<file path="src/sv/ftvp_pkg.sv">
// shared constants and types for the fix tag=value field parser
package ftvp_pkg;

    localparam int MSG_BYTES = 4096;
    localparam int POS_W = $clog2(MSG_BYTES + 1);

    localparam int BYTE_W = 8;
    localparam int TAG_W = 32;
    localparam int OFF_W = 13;
    localparam int LEN_W = 12;
    localparam int DIGIT_W = 4;
    localparam int MUL_W = TAG_W + DIGIT_W;

    localparam logic [BYTE_W-1:0] EQUALS_CHAR = 8'h3D;
    localparam logic [BYTE_W-1:0] DELIM_RESET = 8'h01;
    localparam logic [BYTE_W-1:0] DIGIT_ZERO = 8'h30;
    localparam logic [BYTE_W-1:0] DIGIT_NINE = 8'h39;

    typedef struct packed {
        logic             is_digit;
        logic             overflow;
        logic [TAG_W-1:0] value;
    } tag_step_t;

    typedef struct packed {
        logic             field_valid;
        logic [TAG_W-1:0] field_tag;
        logic [OFF_W-1:0] value_offset;
        logic [LEN_W-1:0] value_length;
        logic             message_end;
        logic             message_too_long;
    } result_t;

    typedef struct packed {
        logic             equals_seen;
        logic [POS_W-1:0] equals_pos;
        logic [TAG_W-1:0] tag_acc;
        logic             tag_invalid;
        logic             tag_digit;
    } segment_t;

endpackage

</file>
<file path="src/sv/ftvp_ifs.sv">
// handshake channel interfaces for message bytes, parsed fields and configuration
interface ftvp_byte_if
    import ftvp_pkg::*;
();
    logic              valid;
    logic              ready;
    logic [BYTE_W-1:0] data_byte;
    logic              last_byte;

    modport source (output valid, data_byte, last_byte, input ready);
    modport sink (input valid, data_byte, last_byte, output ready);
endinterface

interface ftvp_field_if
    import ftvp_pkg::*;
();
    logic             valid;
    logic             ready;
    logic             field_valid;
    logic [TAG_W-1:0] field_tag;
    logic [OFF_W-1:0] value_offset;
    logic [LEN_W-1:0] value_length;
    logic             message_end;
    logic             message_too_long;

    modport source (
        output valid, field_valid, field_tag, value_offset, value_length,
               message_end, message_too_long,
        input  ready
    );
    modport sink (
        input  valid, field_valid, field_tag, value_offset, value_length,
               message_end, message_too_long,
        output ready
    );
endinterface

interface ftvp_cfg_if
    import ftvp_pkg::*;
();
    logic              valid;
    logic              ready;
    logic [BYTE_W-1:0] delimiter_byte;

    modport source (output valid, delimiter_byte, input ready);
    modport sink (input valid, delimiter_byte, output ready);
endinterface

</file>
<file path="src/sv/ftvp_tag_acc.sv">
// decimal tag digit step: times ten plus digit with 32-bit overflow detect
module ftvp_tag_acc
    import ftvp_pkg::*;
(
    input  logic [TAG_W-1:0]  acc,
    input  logic [BYTE_W-1:0] data_byte,
    output tag_step_t         step
);

    logic [BYTE_W-1:0]  digit_full;
    logic [DIGIT_W-1:0] digit;
    logic [MUL_W-1:0]   acc_ext;
    logic [MUL_W-1:0]   sum;

    assign digit_full = data_byte - DIGIT_ZERO;
    assign digit = digit_full[DIGIT_W-1:0];
    assign acc_ext = {{DIGIT_W{1'b0}}, acc};

    // acc * 10 as shift-and-add
    assign sum = (acc_ext << 3) + (acc_ext << 1) + {{TAG_W{1'b0}}, digit};

    assign step.is_digit = (data_byte >= DIGIT_ZERO) && (data_byte <= DIGIT_NINE);
    assign step.overflow = |sum[MUL_W-1:TAG_W];
    assign step.value = sum[TAG_W-1:0];

endmodule

</file>
<file path="src/sv/fix_tag_value_field_parser.sv">
// fix tag=value field parser top level: byte stream in, parsed fields out
// result path: a byte transaction is registered in the input register, its result in the result register
// throughput: one byte per cycle unless a held result stalls it, limited by the single-pass segment logic
// a byte with no field and no message end consumes its cycle and gives no result
// reset: all control and segment state cleared, delimiter back to 0x01
module fix_tag_value_field_parser
    import ftvp_pkg::*;
(
    input  logic         clk,
    input  logic         rst_n,
    ftvp_byte_if.sink    msg,
    ftvp_field_if.source field,
    ftvp_cfg_if.sink     cfg
);

    logic              in_valid_reg;
    logic              in_valid_next;
    logic [BYTE_W-1:0] in_data_reg;
    logic              in_last_reg;

    logic [BYTE_W-1:0] delim_reg;
    logic [POS_W-1:0]  byte_pos_reg;
    logic [POS_W-1:0]  byte_pos_next;
    logic              len_exc_reg;
    logic              len_exc_next;
    segment_t          seg_reg;
    segment_t          seg_next;

    logic              out_valid_reg;
    logic              out_valid_next;
    result_t           out_res_reg;
    result_t           res;

    logic              msg_accept;
    logic              process;
    logic              produce;
    logic              exceed;
    logic              len_exc_now;
    logic              is_delim;
    logic              is_eq;
    segment_t          seg_after;
    segment_t          seg_clear;
    tag_step_t         tag_step;
    logic              fv;
    logic [POS_W:0]    end_pos;
    logic [POS_W:0]    start_pos;
    logic [POS_W:0]    len_full;

    ftvp_tag_acc u_tag_acc (
        .acc       (seg_reg.tag_acc),
        .data_byte (in_data_reg),
        .step      (tag_step)
    );

    assign cfg.ready = 1'b1;

    assign process = in_valid_reg && (!out_valid_reg || field.ready);
    assign msg.ready = !in_valid_reg || process;
    assign msg_accept = msg.valid && msg.ready;
    assign in_valid_next = msg_accept ? 1'b1 : (process ? 1'b0 : in_valid_reg);

    assign exceed = byte_pos_reg >= POS_W'(MSG_BYTES);
    assign len_exc_now = len_exc_reg || exceed;
    assign is_delim = in_data_reg == delim_reg;
    assign is_eq = in_data_reg == EQUALS_CHAR;

    assign seg_clear = '0;

    // segment state after a non-delimiter byte
    always_comb
    begin
        seg_after = seg_reg;
        if (!is_delim && !seg_reg.equals_seen)
        begin
            if (is_eq)
            begin
                seg_after.equals_seen = 1'b1;
                seg_after.equals_pos = byte_pos_reg;
            end
            else if (!seg_reg.tag_invalid)
            begin
                if (tag_step.is_digit)
                begin
                    seg_after.tag_digit = 1'b1;
                    if (tag_step.overflow)
                    begin
                        seg_after.tag_invalid = 1'b1;
                    end
                    else
                    begin
                        seg_after.tag_acc = tag_step.value;
                    end
                end
                else
                begin
                    seg_after.tag_invalid = 1'b1;
                end
            end
        end
    end

    // field completes at a delimiter, or is flushed at message end
    assign fv = (is_delim || in_last_reg) && seg_after.equals_seen && seg_after.tag_digit
                && !seg_after.tag_invalid && !len_exc_now;
    assign produce = fv || in_last_reg;

    assign end_pos = {1'b0, byte_pos_reg} + {{POS_W{1'b0}}, !is_delim};
    assign start_pos = {1'b0, seg_after.equals_pos} + {{POS_W{1'b0}}, 1'b1};
    assign len_full = end_pos - start_pos;

    always_comb
    begin
        res = '0;
        res.message_end = in_last_reg;
        res.message_too_long = in_last_reg && len_exc_now;
        if (fv)
        begin
            res.field_valid = 1'b1;
            res.field_tag = seg_after.tag_acc;
            res.value_offset = OFF_W'(start_pos);
            res.value_length = LEN_W'(len_full);
        end
    end

    always_comb
    begin
        byte_pos_next = byte_pos_reg;
        len_exc_next = len_exc_reg;
        seg_next = seg_reg;
        if (process)
        begin
            if (in_last_reg)
            begin
                byte_pos_next = '0;
                len_exc_next = 1'b0;
                seg_next = seg_clear;
            end
            else
            begin
                byte_pos_next = exceed ? POS_W'(MSG_BYTES) : byte_pos_reg + POS_W'(1);
                len_exc_next = len_exc_now;
                seg_next = is_delim ? seg_clear : seg_after;
            end
        end
    end

    assign out_valid_next = (process && produce) ? 1'b1 :
                            (field.ready ? 1'b0 : out_valid_reg);

    always_ff @(posedge clk or negedge rst_n)
    begin
        if (!rst_n)
        begin
            in_valid_reg <= 1'b0;
            out_valid_reg <= 1'b0;
            delim_reg <= DELIM_RESET;
            byte_pos_reg <= '0;
            len_exc_reg <= 1'b0;
            seg_reg <= '0;
        end
        else
        begin
            in_valid_reg <= in_valid_next;
            out_valid_reg <= out_valid_next;
            byte_pos_reg <= byte_pos_next;
            len_exc_reg <= len_exc_next;
            seg_reg <= seg_next;
            if (cfg.valid && cfg.ready)
            begin
                delim_reg <= cfg.delimiter_byte;
            end
        end
    end

    // payload registers
    always_ff @(posedge clk)
    begin
        if (msg_accept)
        begin
            in_data_reg <= msg.data_byte;
            in_last_reg <= msg.last_byte;
        end
        if (process && produce)
        begin
            out_res_reg <= res;
        end
    end

    assign field.valid = out_valid_reg;
    assign field.field_valid = out_res_reg.field_valid;
    assign field.field_tag = out_res_reg.field_tag;
    assign field.value_offset = out_res_reg.value_offset;
    assign field.value_length = out_res_reg.value_length;
    assign field.message_end = out_res_reg.message_end;
    assign field.message_too_long = out_res_reg.message_too_long;

    // message end returns to start-of-message state
    a_msg_clear: assert property (@(posedge clk) disable iff (!rst_n)
        process && in_last_reg |=> byte_pos_reg == '0 && !len_exc_reg && !seg_reg.equals_seen)
        else $error("state not cleared after message end");

    // byte position saturates at the message limit
    a_pos_sat: assert property (@(posedge clk) disable iff (!rst_n)
        byte_pos_reg <= POS_W'(MSG_BYTES))
        else $error("byte position beyond message limit");

    // overlong condition sticks until message end
    a_len_sticky: assert property (@(posedge clk) disable iff (!rst_n)
        process && exceed && !in_last_reg |=> len_exc_reg)
        else $error("length exceeded flag lost");

    // a byte that causes a result always finds room in the result register
    a_no_overwrite: assert property (@(posedge clk) disable iff (!rst_n)
        process && produce |-> !out_valid_reg || field.ready)
        else $error("result register overwritten");

endmodule

</file>
<file path="src/flat_wrapper.sv">
// flat-port wrapper written by rule: the top's interface ports become plain ports
module fix_tag_value_field_parser_flat import ftvp_pkg::*;
  (clk, rst_n, msg_valid, msg_data_byte, msg_last_byte, msg_ready, field_valid, field_field_valid, field_field_tag, field_value_offset, field_value_length, field_message_end, field_message_too_long, field_ready, cfg_valid, cfg_delimiter_byte, cfg_ready);
  ftvp_byte_if msg_i ();
  ftvp_field_if field_i ();
  ftvp_cfg_if cfg_i ();
  input  logic clk;
  input  logic rst_n;
  input wire logic [$bits(msg_i.valid)-1:0] msg_valid;
  input wire logic [$bits(msg_i.data_byte)-1:0] msg_data_byte;
  input wire logic [$bits(msg_i.last_byte)-1:0] msg_last_byte;
  output wire logic [$bits(msg_i.ready)-1:0] msg_ready;
  output wire logic [$bits(field_i.valid)-1:0] field_valid;
  output wire logic [$bits(field_i.field_valid)-1:0] field_field_valid;
  output wire logic [$bits(field_i.field_tag)-1:0] field_field_tag;
  output wire logic [$bits(field_i.value_offset)-1:0] field_value_offset;
  output wire logic [$bits(field_i.value_length)-1:0] field_value_length;
  output wire logic [$bits(field_i.message_end)-1:0] field_message_end;
  output wire logic [$bits(field_i.message_too_long)-1:0] field_message_too_long;
  input wire logic [$bits(field_i.ready)-1:0] field_ready;
  input wire logic [$bits(cfg_i.valid)-1:0] cfg_valid;
  input wire logic [$bits(cfg_i.delimiter_byte)-1:0] cfg_delimiter_byte;
  output wire logic [$bits(cfg_i.ready)-1:0] cfg_ready;
  assign msg_i.valid = msg_valid;
  assign msg_i.data_byte = msg_data_byte;
  assign msg_i.last_byte = msg_last_byte;
  assign msg_ready = msg_i.ready;
  assign field_valid = field_i.valid;
  assign field_field_valid = field_i.field_valid;
  assign field_field_tag = field_i.field_tag;
  assign field_value_offset = field_i.value_offset;
  assign field_value_length = field_i.value_length;
  assign field_message_end = field_i.message_end;
  assign field_message_too_long = field_i.message_too_long;
  assign field_i.ready = field_ready;
  assign cfg_i.valid = cfg_valid;
  assign cfg_i.delimiter_byte = cfg_delimiter_byte;
  assign cfg_ready = cfg_i.ready;
  fix_tag_value_field_parser u_core (.clk(clk), .rst_n(rst_n), .msg(msg_i), .field(field_i), .cfg(cfg_i));
endmodule
</file>
<file path="config.mk">
export PLATFORM = sky130hd
export DESIGN_NAME = fix_tag_value_field_parser_flat
export DESIGN_NICKNAME = d
export VERILOG_FILES = /design/src/sv/ftvp_pkg.sv /design/src/sv/ftvp_ifs.sv /design/src/sv/ftvp_tag_acc.sv /design/src/sv/fix_tag_value_field_parser.sv /design/src/flat_wrapper.sv
export SDC_FILE = /design/constraint.sdc
export NUM_CORES = 1
export LEC_CHECK = 0
export ABC_AREA = 0
export BUFFER_PORTS_ARGS = -buffer_cell sky130_fd_sc_hd__buf_2
export CAP_MARGIN = 20
export CORE_ASPECT_RATIO = 0.75
export CORE_MARGIN = 5
export CORE_UTILIZATION = 55
export CTS_BUF_LIST = sky130_fd_sc_hd__clkbuf_4 sky130_fd_sc_hd__clkbuf_8 sky130_fd_sc_hd__clkbuf_16
export DETAILED_ROUTE_END_ITERATION = 6
export HOLD_SLACK_MARGIN = 0.1
export PLACE_DENSITY = 0.71
export SLEW_MARGIN = 10
export SYNTH_ARGS = -nofsm -noshare
export SYNTH_HDL_FRONTEND = slang
export SYNTH_SLANG_ARGS = --single-unit
</file>
<file path="constraint.sdc">
create_clock -name clk -period 6.4 [get_ports clk]
set_input_delay 0.64 -clock clk [delete_from_list [all_inputs] [get_ports clk]]
set_output_delay 0.64 -clock clk [all_outputs]
set_load 0.03 [all_outputs]
</file>
Word level (Yosys, flattened, before mapping)
Index checks and enable logic that the tools add are counted.
{"block": "op_classes", "eq_ne": 2, "n_lt_le_gt_ge": 3, "add_sub_neg": 7, "n_mux": 19, "n_reduce_logical": 24, "multipliers": 0, "div": 0, "bitwise_logic": 0, "shift": 0}
{"operator": "two-way mux 48 bit", "n": 3}
{"operator": "two-way mux 34 bit", "n": 2}
{"operator": "two-way mux 32 bit", "n": 2}
{"operator": "two-way mux 58 bit", "n": 1}
{"operator": "adder 35 x 33 -> 36 bit", "n": 1}
{"operator": "adder 36 x 4 -> 36 bit", "n": 1}
{"operator": "adder 13 x 1 -> 13 bit, second input constant", "n": 2}
{"operator": "two-way mux 13 bit", "n": 2}
{"operator": "two-way mux 14 bit", "n": 1}
{"operator": ">= comparator 13 bit, second input constant", "n": 1}
{"operator": "adder 12 x 1 -> 12 bit", "n": 1}
{"operator": "subtractor 12 bit", "n": 1}
{"operator": "logical AND 1 bit", "n": 10}
{"operator": "equality test 8 x 6 -> 1 bit, second input constant", "n": 1}
{"operator": "equality test 8 bit", "n": 1}
{"operator": ">= comparator 8 x 6 -> 1 bit, second input constant", "n": 1}
{"operator": "<= comparator 8 x 6 -> 1 bit, second input constant", "n": 1}
{"operator": "two-way mux 1 bit", "n": 8}
{"operator": "zero test 1 bit", "n": 6}
{"operator": "logical OR 1 bit", "n": 5}
{"operator": "nonzero test 2 bit", "n": 2}
{"operator": "OR reduction 4 bit", "n": 1}
{"operator": "subtractor 4 x 1 -> 4 bit, second input constant", "n": 1}
{"block": "word_totals", "out_inout_bits": 63, "mem_count": 0, "wordCells": 73, "in_bits": 22, "ram_bits": 0, "reg_bits": 141, "romBits": 0, "latchBits": 0}

Longest topological paths before layout
Gate-level depths: netlist of run 1.
{"block": "logic_depth", "ltp_word": 15, "depth_mapped": 22}

By module
A second synthesis of run 1 with hierarchy kept.
{"block": "hier_totals", "cells_unflattened": 911, "hier_area_um2": 9091.2}
{"module": "fix_tag_value_field_parser", "seq_area_each_um2": 3875.0, "instances": 1, "area_each_um2": 6850.3, "cells_each": 619}
{"module": "ftvp_tag_acc", "seq_area_each_um2": 0.0, "instances": 1, "area_each_um2": 2240.9, "cells_each": 292}

Worst setup path before layout of run 1
No wires, ideal clock.
{"block": "synth_timing", "kind": "register -> register", "start": "register u_core.in_data_reg[3]", "end": "register u_core.out_res_reg (netlist bit u_core.field.field_tag[0]), enable pin", "path_stages_with_launch": 13, "synth_period_minus_slack_ns": 5.358, "path_slack_ns": 1.042, "setup_ns": 0.478, "arrival_time_ns": 4.880, "path_cell_list": "edfxtp_1 xor2_1 nor4_1 and2_1 clkbuf_1 nor2_1 nor4_1 or3b_1 clkbuf_1 inv_2 buf_2 nor2_1 nor2_1"}
{"block": "synth_via", "elab_chain_len": 13}
{"item": "start: declaration", "line": "fix_tag_value_field_parser.sv:18", "text": "logic [BYTE_W-1:0] in_data_reg;"}
{"item": "start signal: assignment", "line": "fix_tag_value_field_parser.sv:180", "text": "in_data_reg <= msg.data_byte;"}
{"item": "subtractor 4 x 1 -> 4 bit", "line": "ftvp_tag_acc.sv:15", "text": "assign digit_full = data_byte - DIGIT_ZERO;"}
{"item": "adder 36 x 4 -> 36 bit", "line": "ftvp_tag_acc.sv:20", "text": "assign sum = (acc_ext << 3) + (acc_ext << 1) + {{TAG_W{1'b0}}, digit};"}
{"item": "OR reduction 4 bit", "line": "ftvp_tag_acc.sv:23", "text": "assign step.overflow = |sum[MUL_W-1:TAG_W];"}
{"item": "two-way mux 1 bit", "line": "fix_tag_value_field_parser.sv:85", "text": "if (tag_step.overflow)"}
{"item": "two-way mux 1 bit", "line": "fix_tag_value_field_parser.sv:82", "text": "if (tag_step.is_digit)"}
{"item": "two-way mux 34 bit", "line": "fix_tag_value_field_parser.sv:80", "text": "else if (!seg_reg.tag_invalid)"}
{"item": "two-way mux 34 bit", "line": "fix_tag_value_field_parser.sv:75", "text": "if (is_eq)"}
{"item": "two-way mux 48 bit", "line": "fix_tag_value_field_parser.sv:73", "text": "if (!is_delim && !seg_reg.equals_seen)"}
{"item": "zero test 1 bit", "line": "fix_tag_value_field_parser.sv:104", "text": "&& !seg_after.tag_invalid && !len_exc_now;"}
{"item": "logical AND 1 bit * (2 in a row)", "line": "fix_tag_value_field_parser.sv:104"}
{"item": "via u_core.fv", "line": "fix_tag_value_field_parser.sv:44", "text": "logic fv;"}
{"item": "logical OR 1 bit *", "line": "fix_tag_value_field_parser.sv:105", "text": "assign produce = fv || in_last_reg;"}
{"item": "logical AND 1 bit *", "line": "fix_tag_value_field_parser.sv:183", "text": "if (process && produce)"}
{"item": "end signal: assignment", "line": "fix_tag_value_field_parser.sv:185", "text": "out_res_reg <= res;"}
{"item": "end: declaration", "line": "fix_tag_value_field_parser.sv:31", "text": "result_t out_res_reg;"}
Mark *: on every way through the listed nets, which the timed path passes. The rest lies on a longest branch.
A chain may end at the register's enable or synchronous reset.

Final worst setup path of run 1
{"block": "layout_timing", "start": "register u_core.in_data_reg[7]", "end": "register u_core.out_res_reg (netlist bit u_core.field.value_length[10]), data pin"}
{"block": "layout_via", "elab_chain_len": 9}
{"item": "parallel branches: the longest is 9 deep, another holds adder 13 x 1 -> 13 bit"}
Several ways; the timed one is not identified.

==> results of run 1 <==
-- worst max-delay path, stage by stage (launching register included) --
cell,delay [ns]
edfxtp_1,0.40
nor4bb_1,0.65
nand4_1,0.17
a211o_1,0.40
o21ai_0,0.30
ha_1,0.35
xor2_1,0.28
ha_1,0.29
ha_1,0.33
nor2b_1,0.15
o21ai_0,0.21
a21oi_1,0.11
o21ai_0,0.20
a21oi_1,0.12
o21ai_0,0.30
mux2i_1,0.24
a21oi_1,0.08
-- final timing paths --
kind | startpoint | endpoint | slack, ns | cells after the start
max in group asynchronous | rst_n | u_core.seg_reg[34] | 5.32 | 2
setup / recovery | u_core.in_data_reg[7] | u_core.field.value_length[10] | 1.56 | 16
setup reg to reg | u_core.in_data_reg[7] | u_core.field.value_length[10] | 1.56 | 16
hold / removal | msg_data_byte[5] | u_core.in_data_reg[5] | 0.39 | 1
min in group asynchronous | rst_n | u_core.seg_reg[9] | 0.45 | 2
hold reg to reg | u_core.seg_reg[34] | u_core.seg_reg[34] | 0.51 | 2
-- layout make-up --
cell class              count  area [um^2]
multi-input cells         732         5080
clock buffers              22          487
flip-flops and latches    141         3870
fillers                  1359         6280
well taps                 215          269
inverters                  31          116
clock inverters            10         91.3
repair buffers             90          480
-- cell families after synthesis --
kind of cell / synth area share, %
AO/OA/AOI/OAI: 17.8
XOR/XNOR: 5.38
flip-flops: 41.8
buffers and inverters: 3.78
multiplexers: 2.17
AND/OR/NAND/NOR: 16.6
other: 0.0404
adder cells (fa/ha/maj): 12.5
-- Yosys cell counts, types with 4 or more instances --
cell / instances
ha_1: 88
nand2_1: 86
nor2_1: 75
dfrtp_1: 71
edfxtp_1: 69
o21ai_0: 59
a21oi_1: 46
clkbuf_1: 44
and2_1: 40
xnor2_1: 31
inv_1: 30
nand3_1: 28
xor2_1: 26
o21ai_1: 21
a32oi_1: 17
and3_1: 16
o31ai_1: 15
nor3_1: 13
a22o_1: 12
nand4_1: 12
mux2i_1: 10
nor2b_1: 10
mux2_2: 9
nor4_1: 9
o21a_1: 9
a31oi_1: 8
o221ai_1: 8
a211oi_1: 7
a21o_1: 6
o211ai_1: 6
a41oi_1: 5
buf_2: 5
a221oi_1: 4
and4_1: 4
o21bai_1: 4
o22ai_1: 4
-- through the flow --
step | util (%) | std cells
2_1_floorplan | - | 959
3_3_place_gp | 58.9 | 1209
3_5_place_dp | 58.9 | 1209
4_1_cts | 62.3 | 1241
5_1_grt | 62.3 | 1241
6_report | 62.3 | 1241
-- where the power goes --
part           internal [mW]  switching (mW)  leakage [nW]
clock                  0.579           0.385         0.285
sequential              1.05           0.111          1.63
combinational          0.460           0.700          2.65
-- cell usage in the layout, fill, tap and decap left out, types with 12 or more instances in the layout --
master / n
o21ai_0: 59
buf_2: 83
nand4_1: 12
o31ai_1: 15
xnor2_1: 31
edfxtp_1: 69
a32oi_1: 17
xor2_1: 26
ha_1: 88
and3_1: 16
nor3_1: 12
nor2_1: 73
clkbuf_16: 18
nand3_1: 28
dfrtp_1: 71
inv_1: 30
o21ai_1: 21
a21oi_1: 46
and2_1: 40
a22o_1: 12
nand2_1: 86
-- per-layer routing --
layer | vias up | part of all wire [%]
met3 | 14 | 8.0
met4 | 0 | 0.94
li1 | 3663 | -
met1 | 3572 | 52
met5 | - | 0
met2 | 298 | 39
==> impl_summary.log, run 1 <==
INFO  metric largest_register_ffs = 48
INFO  metric finalPower = 3.28 mW
INFO  metric final-max-slew-violation-count = 0
INFO  metric detail_route.wl_per_cell = 18.1 um
INFO  metric synth_enable_flop_cells = 69
INFO  metric htreeDepth = 4
INFO  metric synth_seq_cells = 141
INFO  metric power.density_cell_area = 316 mW/mm^2
INFO  metric timing.final.ws_setup = 1.56 ns
INFO  metric ys_warn_count = 0
INFO  metric run_status = complete, no violations
INFO  metric via_count = 7547
INFO  metric min_period_over_period = 75.6%
INFO  metric synth.top_cell.area_share = 22.3%
INFO  metric clock_path_buffers = 2
INFO  metric grt_max_degree = 73
INFO  metric num_antenna_cells = 0
INFO  metric crit_path_max_fanout = 9
INFO  metric coreArea = 0.0167 mm^2
INFO  metric synth.top_cells.by_area = edfxtp_1 22%, dfrtp_1 19%, ha_1 12%
INFO  metric final.setup.tns = 0 ns
INFO  metric viasPerCell = 6.08
INFO  metric post_cts_buffers = 0
INFO  metric seq_area_frac_synth = 41.8%
INFO  metric globalRoute.busiestLayer = met1
INFO  metric tightestPinTransition = 1.04 ns
INFO  metric mappedNetlistArea = 0.00928 mm^2
INFO  metric clk_root_buf = clkbuf_16
INFO  metric initial_utilization = 55.6%
INFO  metric leakagePower = 4.57 nW
INFO  metric final_area = 0.0104 mm^2
INFO  metric place_ws = 1.66 ns
INFO  metric route.detailed.drc = 0
INFO  metric synth_fp_nets = 1072
INFO  metric timing.max_cap.violations = 0
INFO  metric synthCells = 959
INFO  metric synthFlopType = dfrtp_1
INFO  metric grt.total_usage = 23.7%
INFO  metric synth.lib_cells_used.distinct = 68
INFO  metric asyncSetResetFlopFracSynth = 51.1%
INFO  metric finalClockSkew = 0.0132 ns
INFO  metric drt-initial-drc-count = 881
INFO  metric clkTransAtPathRegs = 0.06 ns
INFO  metric timing_hold_violations_final = 0
INFO  metric placed_cell_area = 0.00982 mm^2
INFO  metric placementRows = 41
INFO  metric gr-usage-met2 = 31.6%
INFO  metric postCtsHoldBufs = 0
INFO  metric grt_setup_unrepaired = no
INFO  metric postRouteWirelength = 22.5 mm
INFO  metric timing.fmax = 207 MHz
INFO  metric flow.area_growth_from_synthesis = 12.1%
INFO  metric io-pin-count = 85
INFO  metric layout_min_cycle_time = 4.84 ns
INFO  metric cp.required = 6.57 ns
INFO  metric setup.worst_path.class = flop to flop
INFO  metric detailedRoute.firstPassIterationCount = 5
INFO  metric gp_congestion = 0.924
INFO  metric syn-mean-instance-area = 9.67 um^2
INFO  metric max_slew_margin = 30.6%
INFO  metric floorplan.die_area = 0.0196 mm^2
INFO  metric hold_path.class = input port to flop
INFO  metric fraction_of_final_layout_cells_sized_beyond_drive_strength_1 = 14.0%
INFO  metric die_y = 122 um
INFO  metric worst_setup_path_end_kind = flop
INFO  metric clock_sink_count = 141
INFO  metric grt_util_met1 = 38.1%
INFO  metric postCtsResizedCells = 0
INFO  metric worst-endpoint-arrival = 5.00 ns
INFO  metric global_route_wire_length_before_repair = 37.3 mm
INFO  metric global_route.usage.met3 = 5.44%
INFO  metric route.antenna.remaining_nets = 0
INFO  metric irDropWorstVdd = 0.203 mV
INFO  metric tritoncts = built
INFO  metric grt.overflow.total = 0
INFO  metric finalNetCount = 1126
INFO  metric clock_latency = 0.43 ns
INFO  metric die_w = 160 um
INFO  metric report.final.setup_viol = 0
INFO  metric place_hpwl = 15.8 mm
INFO  metric via_count_of_the_first_global_routing_pass = 7038
INFO  metric numCtsBuffers = 17
INFO  metric grt_antenna_before_repair = 0
INFO  metric post-synth-top-area-cell = edfxtp_1
INFO  metric fin_worst_hold_slack = 0.390 ns
INFO  metric startpoint_types = flop
INFO  metric portBuffers = 83
Power figures use the tool's default switching activity.
==> run 2: changes to the inputs <==
clock period = 4.48 ns   (was 6.4 ns; I/O delays follow)
==> run 2 against run 1 <==
Net effect: largest power group is now combinational logic; maximum frequency grew 17%; power grew 43%; clock power grew 42%; die area is the same; clock-buffer cell count is the same.
==> impl_summary.log, run 2 (synthesis gave the netlist of run 1 again) <==
INFO  metric clk_root_buf = clkbuf_16
INFO  metric portBuffers = 83 (unchanged)
INFO  metric finalPower = 4.71 mW (+43%)
INFO  metric startpoint_types = flop
INFO  metric final_cell_mix = 88 x ha_1, 86 x nand2_1, 83 x buf_2
INFO  metric finalNetCount = 1138 (+1.1%)
INFO  metric timing.fmax = 242 MHz (+17%)
INFO  metric final_common_cell = ha_1
INFO  metric max_slew_margin = 36.2% (+5.7 points)
INFO  metric clock_path_buffers = 2 (unchanged)
INFO  metric final-max-slew-violation-count = 0 (unchanged)
INFO  metric finalClockSkew = 0.0154 ns (+0.00217 ns)
INFO  metric via_count = 7563 (+0.21%)
INFO  metric rrSetupSlack = 0.35 ns (-1.22 ns)
INFO  metric instance_count_after_placement_with_tap_cells_included = 1220 (+0.91%)
INFO  metric placementRows = 41 (unchanged)
INFO  metric tritoncts = built
INFO  metric min_from = msg_data_byte[5]
INFO  metric initial_utilization = 55.6% (unchanged)
INFO  metric final_area = 0.0105 mm^2 (+0.58%)
INFO  metric htreeDepth = 4 (unchanged)
INFO  metric final-instance-count-excl-fill = 1253 (+0.97%)
INFO  metric route.antenna.remaining_nets = 0 (unchanged)
INFO  metric grt_antenna_before_repair = 0 (unchanged)
INFO  metric flow.area_growth_from_synthesis = 12.7%
INFO  metric viasPerCell = 6.04 (-0.75%)
INFO  metric worst_path_dominant_cell_family = simple AND/OR/NAND/NOR gates
INFO  metric detail_route.wl_per_cell = 18.4 um (+1.7%)
INFO  metric drt-initial-drc-count = 805 (-8.6%)
INFO  metric worst_r2r_src = u_core.in_data_reg[3]
INFO  metric num_antenna_cells = 0 (unchanged)
INFO  metric numCtsBuffers = 17 (unchanged)
INFO  metric crit_path_max_fanout = 21 (+12)
INFO  metric hold_path.class = input port to flop
INFO  metric detailedRoute.firstPassIterationCount = 5 (unchanged)
INFO  metric holdPathStages = 1 (unchanged)
INFO  metric coreArea = 0.0167 mm^2 (unchanged)
INFO  metric place_ws = 0.132 ns (-1.53 ns)
INFO  metric via_count_of_the_first_global_routing_pass = 7109 (+1.0%)
INFO  metric grt.total_usage = 23.8% (+0.12 points)
INFO  metric fraction_of_final_layout_cells_sized_beyond_drive_strength_1 = 14.9% (+0.90 points)
INFO  metric run_status = complete, no violations
INFO  metric grt.overflow.total = 0 (unchanged)
INFO  metric cp.buffers_inverters = 2 (+2)
INFO  metric fin_worst_hold_slack = 0.199 ns (-0.191 ns)
INFO  metric clock_latency = 0.43 ns (about the same)
INFO  metric reg2reg_to = u_core.field.value_length[11]
INFO  metric fin_util = 62.7% (+0.36 points)
INFO  metric worst-endpoint-arrival = 4.30 ns (-0.70 ns)
INFO  metric routed-wl-met3 = 1.62 mm (-10%)
INFO  metric worst_r2r_path_depth = 16 (unchanged)
INFO  metric report.final.setup_viol = 0 (unchanged)
INFO  metric setup.worst_path.class = flop to flop
INFO  metric worst_path_largest_cell_delay = 0.46 ns (-0.19 ns)
INFO  metric top_signal_layer_used = met4
INFO  metric met2WireLength = 9.24 mm (+4.8%)
INFO  metric die_w = 160 um (unchanged)
INFO  metric placed_cell_area = 0.00987 mm^2 (+0.55%)
INFO  metric tightestPinTransition = 0.948 ns (-0.0904 ns)
INFO  metric power.density_cell_area = 450 mW/mm^2 (+43%)
INFO  metric worstPathCellList = xor2_1, nor4_1, a211o_2, buf_4, buf_4, mux2_2, nand2_1, xnor2_1, mux2i_1, ha_1, ha_1, or3_1, o21ai_0, a31oi_1, xnor2_1, nor2_1
INFO  metric layout_min_cycle_time = 4.13 ns (-0.703 ns)
INFO  metric cp.required = 4.65 ns (-1.92 ns)
INFO  metric fillCellCount = 1420 (+4.5%)
INFO  metric place_hpwl = 16.4 mm (+3.3%)
INFO  metric timing.final.ws_setup = 0.346 ns (-1.22 ns)
INFO  metric floorplan.die_area = 0.0196 mm^2 (unchanged)
INFO  metric gp_congestion = 0.981 (+6.2%)
INFO  metric grt_max_degree = 54 (-26%)
INFO  metric min_period_over_period = 92.3% (+17 points)
INFO  metric irDropWorstVdd = 0.283 mV (+39%)
INFO  metric met1_length = 11.9 mm (+2.7%)
INFO  metric min_to = u_core.in_data_reg[5]
INFO  metric die_y = 122 um (unchanged)
INFO  metric global_route_wire_length_before_repair = 37.7 mm (+1.1%)
INFO  metric worst_setup_path_end_kind = flop
INFO  metric crit_slowest_cell = edfxtp_1
INFO  metric postRouteWirelength = 23.1 mm (+2.7%)
INFO  metric leakagePower = 4.61 nW (+0.90%)
INFO  metric io-pin-count = 85 (unchanged)
INFO  metric route.detailed.drc = 0 (unchanged)
INFO  metric timing_hold_violations_final = 0 (unchanged)
INFO  metric clock_sink_count = 141 (unchanged)
INFO  metric largest_register_ffs = 48 (unchanged)
INFO  metric clkTransAtPathRegs = 0.06 ns (about the same)
INFO  metric timing.max_cap.violations = 0 (unchanged)
INFO  metric final.setup.tns = 0 ns (unchanged)
==> run 2: changes by cell type in the layout (fill, tap and decap cells not counted), moves of 2 or more <==
| cell | delta |
|---|---|
| buf_4 | +12 |
| o21ai_0 | -4 |
| o21ai_1 | +4 |
| clkinv_2 | -2 |
| clkinv_4 | -2 |
| clkinvlp_4 | +2 |
==> run 2: power by group <==
group,leakage [nW],total (mW),switching [mW],internal [mW]
clock,0.270,1.37,0.562,0.810
combinational,2.71,1.67,1.01,0.665
sequential,1.63,1.66,0.165,1.49
==> run 2: how the worst max path moves through the flow <==
| stage | startpoint | to | slack, ns | cells past startpoint |
|---|---|---|---|---|
| finish | u_core.in_data_reg[3] | u_core.field.value_length[11] | 0.35 | 16 |
| global route | u_core.in_data_reg[7] | u_core.field.value_length[10] | -0.03 | 17 |
| CTS | u_core.in_data_reg[7] | u_core.field.value_length[10] | 0.05 | 16 |
| detailed placement | u_core.in_data_reg[7] | u_core.field.value_length[10] | 0.13 | 16 |
| global placement | u_core.in_data_reg[7] | u_core.field.value_length[10] | 0.35 | 16 |
| floorplan | u_core.in_data_reg[7] | u_core.field.value_length[10] | 0.01 | 19 |
==> run 2: worst reg2reg max path: cells and delay by family, from the launching register on <==
family	cells	cell delay, ns
AOI/OAI and AO/OA	3	0.44
xor gates and xnor gates	3	0.47
adders and majority gates	2	0.68
buffers and inverters	2	0.45
DFF	1	0.46
muxes	2	0.51
and+or+nand+nor	4	0.86
==> run 2: final cells by class <==
class | count | area, um^2 | share of cell area (%)
clock inverters | 10 | 91.3 | 0.874
repair buffers | 102 | 561 | 5.36
multi-input cells | 732 | 5070 | 48.5
flip-flops and latches | 141 | 3870 | 37.1
well taps | 215 | 269 | 2.57
clock buffers | 22 | 475 | 4.55
inverters | 31 | 116 | 1.11
==> run 2: repair_timing <==
| item | in CTS | in global routing |
|---|---|---|
| resized for setup | 0 | 6 |
| setup buffers | 0 | 0 |
| setup endpoints to repair | 0 | 4 |
| hold endpoints to repair | 19 | 0 |
| hold buffers | 1 | 0 |
==> run 2: routing by layer <==
metal / track usage (%) / up-vias
met5: 0 / -
met4: 5.43 / 0
met3: 5.27 / 23
met2: 33.1 / 257
met1: 37.7 / 3612
li1: - / 3671
